$ cat config.mk
export PLATFORM = sky130hd
export DESIGN_NAME = rotated_pixel_blit_to_rgba8888
export DESIGN_NICKNAME = d
export VERILOG_FILES = /design/src/rpb_pkg.sv /design/src/rpb_color.sv /design/src/rpb_walker.sv /design/src/rotated_pixel_blit_to_rgba8888.sv
export SDC_FILE = /design/constraint.sdc
export NUM_CORES = 1
export LEC_CHECK = 0
export BUFFER_PORTS_ARGS = -buffer_cell sky130_fd_sc_hd__buf_2
export CORE_ASPECT_RATIO = 0.5
export CORE_UTILIZATION = 40
export CTS_CLUSTER_DIAMETER = 120
export DETAILED_ROUTE_END_ITERATION = 10
export SYNTH_ARGS = -nofsm -noshare
export SYNTH_HDL_FRONTEND = slang
export SYNTH_HIERARCHICAL = 1
export SYNTH_SLANG_ARGS = --single-unit
$ cat constraint.sdc
create_clock -name clk -period 7.4 [get_ports clk]
set_input_delay 1.48 -clock clk [delete_from_list [all_inputs] [get_ports clk]]
set_output_delay 1.48 -clock clk [all_outputs]
set_load 0.01 [all_outputs]
$ cat src/rpb_pkg.sv
// Shared constants, codes and helpers for the rotated pixel blit.
`timescale 1ns / 1ps

package rpb_pkg;

    // Default composite image size
    localparam int DEFAULT_COMPOSITE_WIDTH  = 400;
    localparam int DEFAULT_COMPOSITE_HEIGHT = 480;

    // Field widths
    localparam int DIM_W        = 16;
    localparam int FMT_W        = 3;
    localparam int ROW_OFS_W    = 9;
    localparam int PIXEL_W      = 32;
    localparam int TGT_INDEX_W  = 18;
    localparam int SRC_OFFSET_W = 32;
    localparam int COLOR_W      = 32;
    localparam int BPP_W        = 3;

    // Configuration register indexes
    localparam int CFG_INDEX_W = 3;
    localparam logic [CFG_INDEX_W-1:0] REG_SOURCE_WIDTH      = 3'd0;
    localparam logic [CFG_INDEX_W-1:0] REG_SOURCE_HEIGHT     = 3'd1;
    localparam logic [CFG_INDEX_W-1:0] REG_SOURCE_STRIDE     = 3'd2;
    localparam logic [CFG_INDEX_W-1:0] REG_PIXEL_FORMAT      = 3'd3;
    localparam logic [CFG_INDEX_W-1:0] REG_TARGET_ROW_OFFSET = 3'd4;

    // Pixel format codes
    localparam logic [FMT_W-1:0] FMT_RGBA8    = 3'd0;
    localparam logic [FMT_W-1:0] FMT_RGB8     = 3'd1;
    localparam logic [FMT_W-1:0] FMT_RGB565   = 3'd2;
    localparam logic [FMT_W-1:0] FMT_RGBA5551 = 3'd3;
    localparam logic [FMT_W-1:0] FMT_RGBA4    = 3'd4;

    // Walker decision for the current transfer
    typedef struct packed {
        logic take;   // item produces a result
        logic last;   // final pixel of the clamped area
    } walk_t;

    function automatic logic [BPP_W-1:0] bytes_per_pixel(input logic [FMT_W-1:0] fmt);
        logic [BPP_W-1:0] bpp;
        case (fmt)
            FMT_RGBA8: bpp = 3'd4;
            FMT_RGB8:  bpp = 3'd3;
            default:   bpp = 3'd2;
        endcase
        return bpp;
    endfunction

endpackage

$ cat src/rpb_color.sv
// Source pixel format to RGBA8888 conversion.
`timescale 1ns / 1ps

module rpb_color (
    input  logic [rpb_pkg::PIXEL_W-1:0] pixel_bytes,
    input  logic [rpb_pkg::FMT_W-1:0]   pixel_format,
    output logic [rpb_pkg::COLOR_W-1:0] rgba_color
);
    import rpb_pkg::*;

    // floor(v * 255 / 31) through a reciprocal multiply; error stays below 1/31
    function automatic logic [7:0] scale5(input logic [4:0] v);
        logic [12:0] x;
        logic [28:0] p;
        x = 13'(v) * 13'd255;
        p = 29'(x) * 29'd33826;
        return p[27:20];
    endfunction

    // floor(v * 255 / 63) the same way; error stays below 1/63
    function automatic logic [7:0] scale6(input logic [5:0] v);
        logic [13:0] x;
        logic [28:0] p;
        x = 14'(v) * 14'd255;
        p = 29'(x) * 29'd16645;
        return p[27:20];
    endfunction

    function automatic logic [7:0] scale4(input logic [3:0] v);
        return {v, v};
    endfunction

    logic [7:0]  b0, b1, b2, b3;
    logic [15:0] raw;

    assign b0  = pixel_bytes[7:0];
    assign b1  = pixel_bytes[15:8];
    assign b2  = pixel_bytes[23:16];
    assign b3  = pixel_bytes[31:24];
    assign raw = {b1, b0};

    always_comb
    begin
        case (pixel_format)
            FMT_RGBA8:    rgba_color = {b0, b1, b2, b3};
            FMT_RGB8:     rgba_color = {8'hFF, b0, b1, b2};
            FMT_RGB565:   rgba_color = {8'hFF, scale5(raw[15:11]), scale6(raw[10:5]),
                                        scale5(raw[4:0])};
            FMT_RGBA5551: rgba_color = {{8{raw[0]}}, scale5(raw[15:11]), scale5(raw[10:6]),
                                        scale5(raw[5:1])};
            FMT_RGBA4:    rgba_color = {scale4(raw[3:0]), scale4(raw[15:12]),
                                        scale4(raw[11:8]), scale4(raw[7:4])};
            default:      rgba_color = 32'hFF00_0000;
        endcase
    end

endmodule

$ cat src/rpb_walker.sv
// Clamped area geometry and destination row/column counters.
`timescale 1ns / 1ps

module rpb_walker #(
    parameter int COMPOSITE_WIDTH  = rpb_pkg::DEFAULT_COMPOSITE_WIDTH,
    parameter int COMPOSITE_HEIGHT = rpb_pkg::DEFAULT_COMPOSITE_HEIGHT,
    parameter int COL_W            = $clog2(COMPOSITE_WIDTH + 1),
    parameter int ROW_W            = $clog2(COMPOSITE_HEIGHT + 1)
) (
    input  logic                         clk,
    input  logic                         rst_n,
    input  logic                         step,
    input  logic [rpb_pkg::DIM_W-1:0]     source_width,
    input  logic [rpb_pkg::DIM_W-1:0]     source_height,
    input  logic [rpb_pkg::DIM_W-1:0]     source_stride,
    input  logic [rpb_pkg::FMT_W-1:0]     pixel_format,
    input  logic [rpb_pkg::ROW_OFS_W-1:0] target_row_offset,
    output rpb_pkg::walk_t               walk,
    output logic [ROW_W-1:0]             row,
    output logic [COL_W-1:0]             col,
    output logic [COL_W-1:0]             xoff
);
    import rpb_pkg::*;

    logic [ROW_W-1:0] row_reg, row_next;
    logic [COL_W-1:0] col_reg, col_next;

    logic [BPP_W-1:0] bpp;
    logic [17:0]      min_stride;
    logic             geom_ok;
    logic [16:0]      cw_wide, ch_room, ch_wide;
    logic [COL_W-1:0] cw;
    logic [ROW_W-1:0] ch;
    logic             wrap, col_end, row_end;

    assign bpp        = bytes_per_pixel(pixel_format);
    assign min_stride = 18'(source_width) * 18'(bpp);
    assign geom_ok    = (source_width != '0) && (source_height != '0)
                        && (18'(source_stride) >= min_stride)
                        && (32'(target_row_offset) < 32'(COMPOSITE_HEIGHT));

    assign cw_wide = (17'(source_height) < 17'(COMPOSITE_WIDTH))
                     ? 17'(source_height) : 17'(COMPOSITE_WIDTH);
    assign ch_room = 17'(COMPOSITE_HEIGHT) - 17'(target_row_offset);
    assign ch_wide = (17'(source_width) < ch_room) ? 17'(source_width) : ch_room;
    assign cw      = cw_wide[COL_W-1:0];
    assign ch      = ch_wide[ROW_W-1:0];
    assign xoff    = COL_W'((COL_W + 1)'(COMPOSITE_WIDTH) - (COL_W + 1)'(cw)) >> 1;

    // Restart at the origin when a register change left the counters outside
    assign wrap    = (row_reg >= ch) || (col_reg >= cw);
    assign row     = wrap ? '0 : row_reg;
    assign col     = wrap ? '0 : col_reg;
    assign col_end = (COL_W'(col + 1'b1) == cw);
    assign row_end = (ROW_W'(row + 1'b1) == ch);

    assign walk.take = geom_ok;
    assign walk.last = col_end && row_end;

    always_comb
    begin
        col_next = col_end ? '0 : COL_W'(col + 1'b1);
        if (col_end)
        begin
            row_next = row_end ? '0 : ROW_W'(row + 1'b1);
        end
        else
        begin
            row_next = row;
        end
    end

    always_ff @(posedge clk or negedge rst_n)
    begin
        if (!rst_n)
        begin
            row_reg <= '0;
            col_reg <= '0;
        end
        else if (step && geom_ok)
        begin
            row_reg <= row_next;
            col_reg <= col_next;
        end
    end

endmodule

$ cat src/rotated_pixel_blit_to_rgba8888.sv
// Top level of the rotated pixel blit: configuration, input and result registers.
//
//  channel  | valid     | stall     | payload
//  ---------+-----------+-----------+-----------------------------------------------
//  input    | in_valid  | in_stall  | pixel_bytes
//  result   | out_valid | out_stall | target_index, source_offset, rgba_color,
//           |           |           | last_pixel
//  config   | cfg_write | -         | cfg_index, cfg_data
//
// One pixel per clock while in_stall is low. An item passes the input register and then the
// result register: the walker decision lands in the input register, the address multiply
// and colour conversion land in the result register. in_stall rises only when both registers
// hold data and out_stall is high. Reset clears counters and valid flags and loads the
// default geometry; items that produce no result are dropped on transfer.
`timescale 1ns / 1ps

module rotated_pixel_blit_to_rgba8888 #(
    parameter int COMPOSITE_WIDTH  = rpb_pkg::DEFAULT_COMPOSITE_WIDTH,
    parameter int COMPOSITE_HEIGHT = rpb_pkg::DEFAULT_COMPOSITE_HEIGHT
) (
    input  logic                             clk,
    input  logic                             rst_n,
    input  logic                             cfg_write,
    input  logic [rpb_pkg::CFG_INDEX_W-1:0]   cfg_index,
    input  logic [rpb_pkg::DIM_W-1:0]         cfg_data,
    input  logic                             in_valid,
    output logic                             in_stall,
    input  logic [rpb_pkg::PIXEL_W-1:0]       pixel_bytes,
    output logic                             out_valid,
    input  logic                             out_stall,
    output logic [rpb_pkg::TGT_INDEX_W-1:0]   target_index,
    output logic [rpb_pkg::SRC_OFFSET_W-1:0]  source_offset,
    output logic [rpb_pkg::COLOR_W-1:0]       rgba_color,
    output logic                             last_pixel
);
    import rpb_pkg::*;

    localparam int COL_W = $clog2(COMPOSITE_WIDTH + 1);
    localparam int ROW_W = $clog2(COMPOSITE_HEIGHT + 1);

    // Configuration registers
    logic [DIM_W-1:0]     source_width_reg;
    logic [DIM_W-1:0]     source_height_reg;
    logic [DIM_W-1:0]     source_stride_reg;
    logic [FMT_W-1:0]     pixel_format_reg;
    logic [ROW_OFS_W-1:0] target_row_offset_reg;

    // Input register
    logic                 s1_valid_reg, s1_valid_next;
    logic [PIXEL_W-1:0]   s1_pixel_reg;
    logic [ROW_W-1:0]     s1_row_reg;
    logic [COL_W-1:0]     s1_col_reg;
    logic [COL_W-1:0]     s1_xoff_reg;
    logic                 s1_last_reg;

    // Result register
    logic                    out_valid_reg, out_valid_next;
    logic [TGT_INDEX_W-1:0]  target_index_reg;
    logic [SRC_OFFSET_W-1:0] source_offset_reg;
    logic [COLOR_W-1:0]      rgba_color_reg;
    logic                    last_pixel_reg;

    walk_t            walk;
    logic [ROW_W-1:0] walk_row;
    logic [COL_W-1:0] walk_col;
    logic [COL_W-1:0] walk_xoff;

    logic             in_xfer, load_s1, out_free;
    logic [DIM_W-1:0] src_y;
    logic [31:0]      row_bytes, offset_sum, row_abs, index_sum;
    logic [COLOR_W-1:0] color;

    always_ff @(posedge clk or negedge rst_n)
    begin
        if (!rst_n)
        begin
            source_width_reg      <= 16'd240;
            source_height_reg     <= 16'd400;
            source_stride_reg     <= 16'd960;
            pixel_format_reg      <= FMT_RGBA8;
            target_row_offset_reg <= '0;
        end
        else if (cfg_write)
        begin
            unique case (cfg_index)
                REG_SOURCE_WIDTH:      source_width_reg      <= cfg_data;
                REG_SOURCE_HEIGHT:     source_height_reg     <= cfg_data;
                REG_SOURCE_STRIDE:     source_stride_reg     <= cfg_data;
                REG_PIXEL_FORMAT:      pixel_format_reg      <= cfg_data[FMT_W-1:0];
                REG_TARGET_ROW_OFFSET: target_row_offset_reg <= cfg_data[ROW_OFS_W-1:0];
                default: ;
            endcase
        end
    end

    rpb_walker #(
        .COMPOSITE_WIDTH  (COMPOSITE_WIDTH),
        .COMPOSITE_HEIGHT (COMPOSITE_HEIGHT),
        .COL_W            (COL_W),
        .ROW_W            (ROW_W)
    ) u_walker (
        .clk               (clk),
        .rst_n             (rst_n),
        .step              (in_xfer),
        .source_width      (source_width_reg),
        .source_height     (source_height_reg),
        .source_stride     (source_stride_reg),
        .pixel_format      (pixel_format_reg),
        .target_row_offset (target_row_offset_reg),
        .walk              (walk),
        .row               (walk_row),
        .col               (walk_col),
        .xoff              (walk_xoff)
    );

    // Handshake: the input register moves whenever the result register is free
    assign out_free = !out_valid_reg || !out_stall;
    assign in_stall = s1_valid_reg && !out_free;
    assign in_xfer  = in_valid && !in_stall;
    assign load_s1  = in_xfer && walk.take;

    always_comb
    begin
        s1_valid_next = s1_valid_reg;
        if (load_s1)
        begin
            s1_valid_next = 1'b1;
        end
        else if (out_free)
        begin
            s1_valid_next = 1'b0;
        end
        out_valid_next = out_free ? s1_valid_reg : out_valid_reg;
    end

    always_ff @(posedge clk or negedge rst_n)
    begin
        if (!rst_n)
        begin
            s1_valid_reg  <= 1'b0;
            out_valid_reg <= 1'b0;
        end
        else
        begin
            s1_valid_reg  <= s1_valid_next;
            out_valid_reg <= out_valid_next;
        end
    end

    always_ff @(posedge clk)
    begin
        if (load_s1)
        begin
            s1_pixel_reg <= pixel_bytes;
            s1_row_reg   <= walk_row;
            s1_col_reg   <= walk_col;
            s1_xoff_reg  <= walk_xoff;
            s1_last_reg  <= walk.last;
        end
    end

    // Rotation: composite column x reads source row (height - 1 - x)
    assign src_y      = source_height_reg - 16'd1 - 16'(s1_col_reg);
    assign row_bytes  = 32'(s1_row_reg) * 32'(bytes_per_pixel(pixel_format_reg));
    assign offset_sum = 32'(src_y) * 32'(source_stride_reg) + row_bytes;
    assign row_abs    = 32'(target_row_offset_reg) + 32'(s1_row_reg);
    assign index_sum  = row_abs * 32'(COMPOSITE_WIDTH) + 32'(s1_xoff_reg) + 32'(s1_col_reg);

    rpb_color u_color (
        .pixel_bytes  (s1_pixel_reg),
        .pixel_format (pixel_format_reg),
        .rgba_color   (color)
    );

    always_ff @(posedge clk)
    begin
        if (out_free && s1_valid_reg)
        begin
            target_index_reg  <= index_sum[TGT_INDEX_W-1:0];
            source_offset_reg <= offset_sum;
            rgba_color_reg    <= color;
            last_pixel_reg    <= s1_last_reg;
        end
    end

    assign out_valid     = out_valid_reg;
    assign target_index  = target_index_reg;
    assign source_offset = source_offset_reg;
    assign rgba_color    = rgba_color_reg;
    assign last_pixel    = last_pixel_reg;

    // A stall on the input means both registers are full
    assert property (@(posedge clk) disable iff (!rst_n)
        in_stall |-> (s1_valid_reg && out_valid_reg))
        else $error("input stalled with a free register");

    // A transfer that produces a result occupies the input register next cycle
    assert property (@(posedge clk) disable iff (!rst_n)
        load_s1 |=> s1_valid_reg)
        else $error("accepted pixel lost before the input register");

    // A held item in the input register is not overwritten while the output is blocked
    assert property (@(posedge clk) disable iff (!rst_n)
        (s1_valid_reg && out_valid_reg && out_stall)
        |=> (s1_valid_reg && $stable(s1_row_reg) && $stable(s1_col_reg)))
        else $error("input register changed while blocked");

    // The result register only fills from an occupied input register
    assert property (@(posedge clk) disable iff (!rst_n)
        (!out_valid_reg && !s1_valid_reg) |=> !out_valid_reg)
        else $error("result appeared without a source item");

endmodule
# After elaboration in Yosys (flattened, before gate mapping)
# Index checks and enable logic that the tools add are counted.
# word_totals
ramBits	0
memories	0
out_inout_bits	85
mem_bits_ro	0
ff_bits	222
latch_bits	0
# op_classes
mul	14
shifts	0
n_eq_ne	10
n_mux	11
n_lt_le_gt_ge	6
div_mod_pow	0
addsub	10
n_reduce_logical	24
n_bitwise	0
# op_table
op	count
$pmux 32 s5	1
$mul 13x15->27 const B	4
$mux 9	7
$mul 5x8->13 const B	4
$add 32x12->32	1
$mul 16x16->32	1
$reduce_bool 16->1	2
$mul 14x15->28 const B	1
$add 18x8->18	1
$add 18x9->18	1
$add 9x1->9 const B	2
$eq 9x9->1	2
$ge 16x18->1	1
$ge 9x9->1	2
$mul 16x3->18	1
$lt 16x17->1	1
$lt 16x9->1 const B	1
$sub 16x1->16 const B	1
$sub 16x9->16	1
$mul 10x5->14 const B	1
$mul 6x8->14 const B	1
$eq 3x2->1 const B	4
$mul 9x3->12	1
$add 9x9->10	1
13 further kinds	32

# Depth between registers and ports, before layout
# Gate-level depths: netlist (run 1).
# logic_depth
word_depth	10
depth_mapped	37
mapped_depth_nobuf	32

# Cells and area by module
# The synthesis (run 1) kept the hierarchy.
# by_module_without_submodules
mod	area_per_inst_um2	n_inst	seq_area_each_um2	cells_per_inst
rotated_pixel_blit_to_rgba8888	19168.4	1	5859.4	1782
rpb_color	11526.1	1	0.0	1338
rpb_walker	5141.2	1	450.4	697

# Worst setup path after synthesis (run 1)
# OpenSTA, ideal clock, no wires.
# synth_path
path_type	in2reg
start	in out_stall
end	reg last_pixel_reg, in the netlist last_pixel (enable)
required_time_ns	6.749
cell_stages	1
setup_ns	0.651
setup_slack_ns	-0.730
arrival_ns	7.479
n_path_buf	0
path_cell_list	a21boi_0
# synth_via
elab_chain_cells	3
# synth_lines
item	line_no	source
start: declaration	rotated_pixel_blit_to_rgba8888.sv:30	input logic out_stall,
$logic_not 1->1	rotated_pixel_blit_to_rgba8888.sv:117	assign out_free = !out_valid_reg || !out_stall;
$logic_or 1x1->1	rotated_pixel_blit_to_rgba8888.sv:117	
$logic_and 1x1->1	rotated_pixel_blit_to_rgba8888.sv:177	if (out_free && s1_valid_reg)
end signal: assignment	rotated_pixel_blit_to_rgba8888.sv:182	last_pixel_reg <= s1_last_reg;
end: declaration	rotated_pixel_blit_to_rgba8888.sv:61	logic last_pixel_reg;
# Every way passes these cells.
# A chain may end at the register's enable or synchronous reset.

# Worst setup path in the final report (run 1)
# layout_path
start	reg s1_col_reg[1]
end	reg source_offset_reg[26], in the netlist source_offset[26] (data pin)
# layout_via
elab_chain_cells	3
# layout_lines
item	line_no	source
start: declaration	rotated_pixel_blit_to_rgba8888.sv:52	logic [COL_W-1:0] s1_col_reg;
start signal: assignment	rotated_pixel_blit_to_rgba8888.sv:156	s1_col_reg <= walk_col;
$sub 16x9->16	rotated_pixel_blit_to_rgba8888.sv:163	assign src_y = source_height_reg - 16'd1 - 16'(s1_col_reg);
$mul 16x16->32	rotated_pixel_blit_to_rgba8888.sv:165	assign offset_sum = 32'(src_y) * 32'(source_stride_reg) + row_bytes;
$add 32x12->32	rotated_pixel_blit_to_rgba8888.sv:165	
net offset_sum[26]	rotated_pixel_blit_to_rgba8888.sv:70	logic [31:0] row_bytes, offset_sum, row_abs, index_sum;
end signal: assignment	rotated_pixel_blit_to_rgba8888.sv:180	source_offset_reg <= offset_sum;
end: declaration	rotated_pixel_blit_to_rgba8888.sv:59	logic [SRC_OFFSET_W-1:0] source_offset_reg;
# The timed path passes the listed nets, and every way through them passes these cells.

==> results of run 1 <==
==> synthesized netlist by cell type, types with 23 or more instances <==
cell type / n
ha_1: 655
inv_1: 639
fa_1: 338
nand2_1: 306
a21oi_1: 177
and2_1: 174
edfxtp_1: 143
nor2_1: 134
o21ai_0: 117
xnor2_1: 102
xor2_1: 85
clkbuf_1: 73
dfrtp_1: 69
mux2_2: 66
nand3_1: 57
nor2b_1: 48
a21o_1: 47
nor3_1: 43
nand2b_1: 31
nand4_1: 31
a211oi_1: 25
o21ai_1: 25
a31oi_1: 24
mux2i_1: 23
==> cells by family after synthesis <==
| group | Yosys count | synth area share, % |
|---|---|---|
| muxes | 90 | 2.755 |
| AOI/OAI and AO/OA | 623 | 11.40 |
| and+or+nand+nor | 959 | 13.88 |
| buffers and inverters | 739 | 7.884 |
| xor gates and xnor gates | 189 | 4.710 |
| adders and majority gates | 993 | 41.75 |
| other | 1 | 0.01046 |
| DFF | 223 | 17.61 |
==> worst max-delay path: cells and delay by family (launching register included) <==
kind | cells | cell delay [ns]
compound gates | 7 | 1.60
fa+ha+maj | 8 | 3.44
flops | 1 | 0.41
xor+xnor | 2 | 0.29
simple gates | 3 | 0.83
buf+inv | 8 | 0.68
==> path summary, 6_finish.rpt <==
| kind | slack [ns] | endpoint | cells past startpoint | startpoint |
|---|---|---|---|---|
| max | -0.14 | source_offset[26] | 28 | s1_col_reg[1] |
| min | 0.43 | last_pixel | 0 | s1_last_reg |
| max reg2reg | -0.14 | source_offset[26] | 28 | s1_col_reg[1] |
| min reg2reg | 0.43 | last_pixel | 0 | s1_last_reg |
| max in group asynchronous | 5.58 | pixel_format_reg[0] | 1 | rst_n |
| min in group asynchronous | 1.00 | u_walker/col_reg[2] | 1 | rst_n |
==> timing repair <==
action | CTS | global route
pin swaps | 74 | 114
setup endpoints to repair | 24 | 59
resized for setup | 79 | 194
buffers inserted | 12 | 30
==> cell usage in the layout (no fill, tap or decap), types with 126 or more instances in the layout <==
cell      count
a21oi_1     141
and2_1      160
buf_2       139
buf_4       279
edfxtp_1    143
fa_1        316
ha_1        610
inv_1       602
nand2_1     301
nor2_1      126
==> per-layer routing <==
metal  GRT usage (%)  wire (um)
met4           4.490       2167
met3           2.326       3817
met5               0          0
met2           34.27      43980
met1           28.03      43690
==> metrics by stage <==
| stage | instances | TNS (ns) | hold WS, ns | worst slack [ns] | utilization [%] |
|---|---|---|---|---|---|
| detailed placement | 5300 | -2.216 | 0.4077 | -0.2806 | 44.99 |
| global route | 5394 | -3.064 | 0.4580 | -0.3600 | 47.85 |
| floorplan | 3817 | -0.07678 | 0.4003 | -0.03901 | - |
| CTS | 5364 | -0.4186 | 0.4263 | -0.09068 | 46.61 |
| finish | 5395 | -0.6941 | 0.4257 | -0.1395 | 47.85 |
| global placement | 5300 | -0.9736 | 0.4024 | -0.1582 | 44.99 |
==> area by class of cell <==
type | count | area (um2)
timing repair buffer | 437 | 3043
clock buffer | 33 | 719.4
tap | 1185 | 1483
sequential | 223 | 6312
fill | 8222 | 46170
antenna | 2 | 5.005
multi-input combinational | 2855 | 28160
clock inverter | 19 | 231.5
inverter | 641 | 2410
==> metrics, run 1 <==
initial antenna violation count 2; Slowest-stage cell, CP or4_4; Routed WL 93660 um; Syn. warnings 6; critical path startpoint category register; I/O pins 141; ANT nets after route 0; largest stage delay on the critical path 0.54 ns; area leader, netlist ha_1; maxcap violations 0; Routability Congestion 0.8830; crit path kind register to register; CTS tree built; Synth Instances 3817; most used cell, CP fa_1; GRT Total Usage 20.32%; fin. max-slew vios 0; clock-pin slew on the worst setup and hold paths 0.07 ns; Synth top area share 22.87%; final setup margin -0.1395 ns; Cell Area, Placed 39830 um2; Critical Path AT 7.87 ns; Finish-stage setup viols 7; chip width 425.3 um; ranking of synthesized cells by area ha_1, fa_1, edfxtp_1, inv_1, dfrtp_1; Clock Tree Buf Depth 3; number of synthesized flops with an enable pin 143; failing checks DRC, setup timing; die height 213.6 um; clk_lat worst skew 0.62 ns; Seq cells post-synth 223; crit-path max FO 4; H-Tree Depth 1; root cell of the clock tree clkbuf_16; first-pass GRT wire length 148300 um; Final Cycle Share 101.9%; critical path endpoint category register; fin crit period 7.539 ns; port bufs 140; Vias/cell 5.227; Avg Inst Size Synth 9.388 um2; Detailed Place HPWL 76130 um; CORE AREA 88540 um2; Unique masters post-synth 114; asr flop ratio synth 35.87%; grt ovf 0; RSZ-0062 raised after global routing true; Avg WL per Cell 17.36 um; slew of the pin with the lowest slew margin 1.072 ns; largest net degree at the start of global routing 81; Slew Limit Headroom 28.53%; final hold viol count 0; initial core utilization 40.47%; fmax 132.6 MHz; vias in the first global route 28350; HP Class register to register; sequential share of the synthesized area 17.61%; WP data required 7.73 ns; # clock sinks 223; die area 90860 um2; outcome finished, violations left; Layout area overhead 18.23%; CTS Buf Count 28; First-pass DRT Iterations 11; Cell Rows 77; number of nets in the layout 5235; Worst Clk Skew 0.05029 ns; share of cells above drive strength 1 20.58%; mapped cell area 35840 um2; Via Count 28200; Design Area, Final 42370 um2; hold buffers post-CTS 0; drc violations 8; Synth Flop Type edfxtp_1; Starting DRT DRC Count 1541; Mapped Nets 4866
Power of run 1 is left out: the tool's default activity adds up to more than one toggle a clock period on the data nets, which glitch-free logic cannot reach.
==> run 2, diff against run 1 <==
Settings changed: CORE_ASPECT_RATIO 0.5 to not set, CORE_MARGIN set to 1.5.
==> metrics, run 2 (synthesis gave the netlist of run 1 again) <==
placed insts 5301 (was 5300); fin. max-slew vios 0 (unchanged); share of cells above drive strength 1 20.41% (was 20.58%); critical path endpoint category register (unchanged); die area 91390 um2 (was 90860 um2); failing checks DRC, setup timing (unchanged); CTS tree built (unchanged); largest stage delay on the critical path 0.54 ns (about the same); I/O pins 141 (unchanged); WP depth 27 (was 28); Layout area overhead 18.68% (was 18.23%); RSZ-0062 raised after global routing true (unchanged); Cell Rows 109 (was 77); r2r worst-path depth 27 (was 28); Slowest-stage cell, CP fa_2 (was or4_4); GRT Total Usage 20.58% (was 20.32%); most used cell, CP inv_2 (was fa_1); number of nets in the layout 5273 (was 5235); vias in the first global route 28180 (was 28350); outcome finished, violations left (unchanged); WP data required 7.76 ns (was 7.73 ns); largest net degree at the start of global routing 61 (was 81); final setup margin -0.03849 ns (was -0.1395 ns); fmax 134.4 MHz (was 132.6 MHz); Clock Tree Buf Depth 3 (unchanged); CTS Buf Count 31 (was 28); Worst Clk Skew 0.01498 ns (was 0.05029 ns); critical path startpoint category register (unchanged); clock-pin slew on the worst setup and hold paths 0.06 ns (was 0.07 ns); initial core utilization 40.49% (was 40.47%); crit path kind register to register (unchanged); hold buffers post-CTS 0 (unchanged); Via Count 28060 (was 28200); ANT nets after route 0 (unchanged); Critical Path AT 7.80 ns (was 7.87 ns); First-pass DRT Iterations 8 (was 11); top cell family by delay on the critical path adder cells (unchanged); Avg WL per Cell 17.35 um (was 17.36 um); CP Buf/Inv Count 6 (was 8); initial antenna violation count 0 (was 2); final hold viol count 0 (unchanged); slew of the pin with the lowest slew margin 0.9547 ns (was 1.072 ns); H-Tree Depth 1 (unchanged); Finished Layout Cells 5413 (was 5395); Finish-stage setup viols 2 (was 7); first-pass GRT wire length 150200 um (was 148300 um); Slew Limit Headroom 36.08% (was 28.53%); Final Cycle Share 100.5% (was 101.9%); commonest non-fill, non-tap cell in the layout inv_1 (was ha_1); drc violations 11 (was 8); Routability Congestion 0.9070 (was 0.8830); crit-path max FO 6 (was 4); CORE AREA 88510 um2 (was 88540 um2); Routed WL 93930 um (was 93660 um); maxcap violations 0 (unchanged); die height 302.3 um (was 213.6 um); clk_lat worst skew 0.62 ns (about the same); total inserted antenna cells 0 (was 2); Vias/cell 5.185 (was 5.227); Starting DRT DRC Count 1223 (was 1541); grt ovf 0 (unchanged); root cell of the clock tree clkbuf_16 (unchanged); # clock sinks 223 (unchanged); Reg2Reg Setup Slack -0.04 ns (was -0.14 ns); Worst Hold Depth 1 (was 0); HP Class register to register (unchanged); chip width 302.3 um (was 425.3 um); fin crit period 7.438 ns (was 7.539 ns); port bufs 140 (unchanged); commonest non-fill, non-tap cells in the layout inv_1, ha_1, fa_1, buf_4, nand2_1 (was ha_1, inv_1, fa_1, nand2_1, buf_4); Detailed Place HPWL 76800 um (was 76130 um)
[run 2: worst paths after layout]
check                                   start             endpoint
max in group asynchronous               rst_n  pixel_format_reg[0]
min in group asynchronous               rst_n  u_walker/row_reg[0]
worst max-delay path            s1_col_reg[1]    source_offset[26]
worst min register to register   s1_valid_reg            out_valid
worst min-delay path             s1_valid_reg            out_valid
worst max register to register  s1_col_reg[1]    source_offset[26]
[run 2: area by class of cell]
class | count | area, um2
Multi-Input combinational cell | 2858 | 28020
Inverter | 641 | 2410
Clock buffer | 35 | 790.8
Timing Repair Buffer | 469 | 3313
Fill cell | 8350 | 45980
Sequential cell | 223 | 6311
Clock inverter | 22 | 226.5
Tap cell | 1165 | 1458
[run 2: repair_timing]
item | CTS | global route
buffers inserted | 14 | 37
cloned | 3 | 1
pin swaps | 69 | 104
endpoints found under the setup margin | 16 | 57
gates resized for setup | 61 | 169
[run 2: per-layer routing]
metal  vias to the layer above  wire, um  global-route usage (%)
met1                     13690     42940                   27.85
li1                      13720         -                       -
met5                         -         0                       0
met4                         0      1774                   3.798
met2                       546     45690                   35.89
met3                       103      3528                   1.896
[run 2: stage by stage]
step | TNS [ns] | util [%] | cell area [um2] | hold slack (ns) | setup WS [ns]
after floorplan | -0.07678 | - | 36110 | 0.4003 | -0.03901
after CTS | -0.01059 | 46.86 | 41480 | 0.4879 | -0.01059
after global routing | -3.425 | 48.05 | 42530 | 0.5125 | -0.2982
final | -0.06341 | 48.05 | 42530 | 0.4960 | -0.03849
after global placement | -1.411 | 45.17 | 39980 | 0.4780 | -0.1755
after detailed placement | -2.738 | 45.17 | 39980 | 0.4697 | -0.3163
Power of run 2 is left out for the same reason.
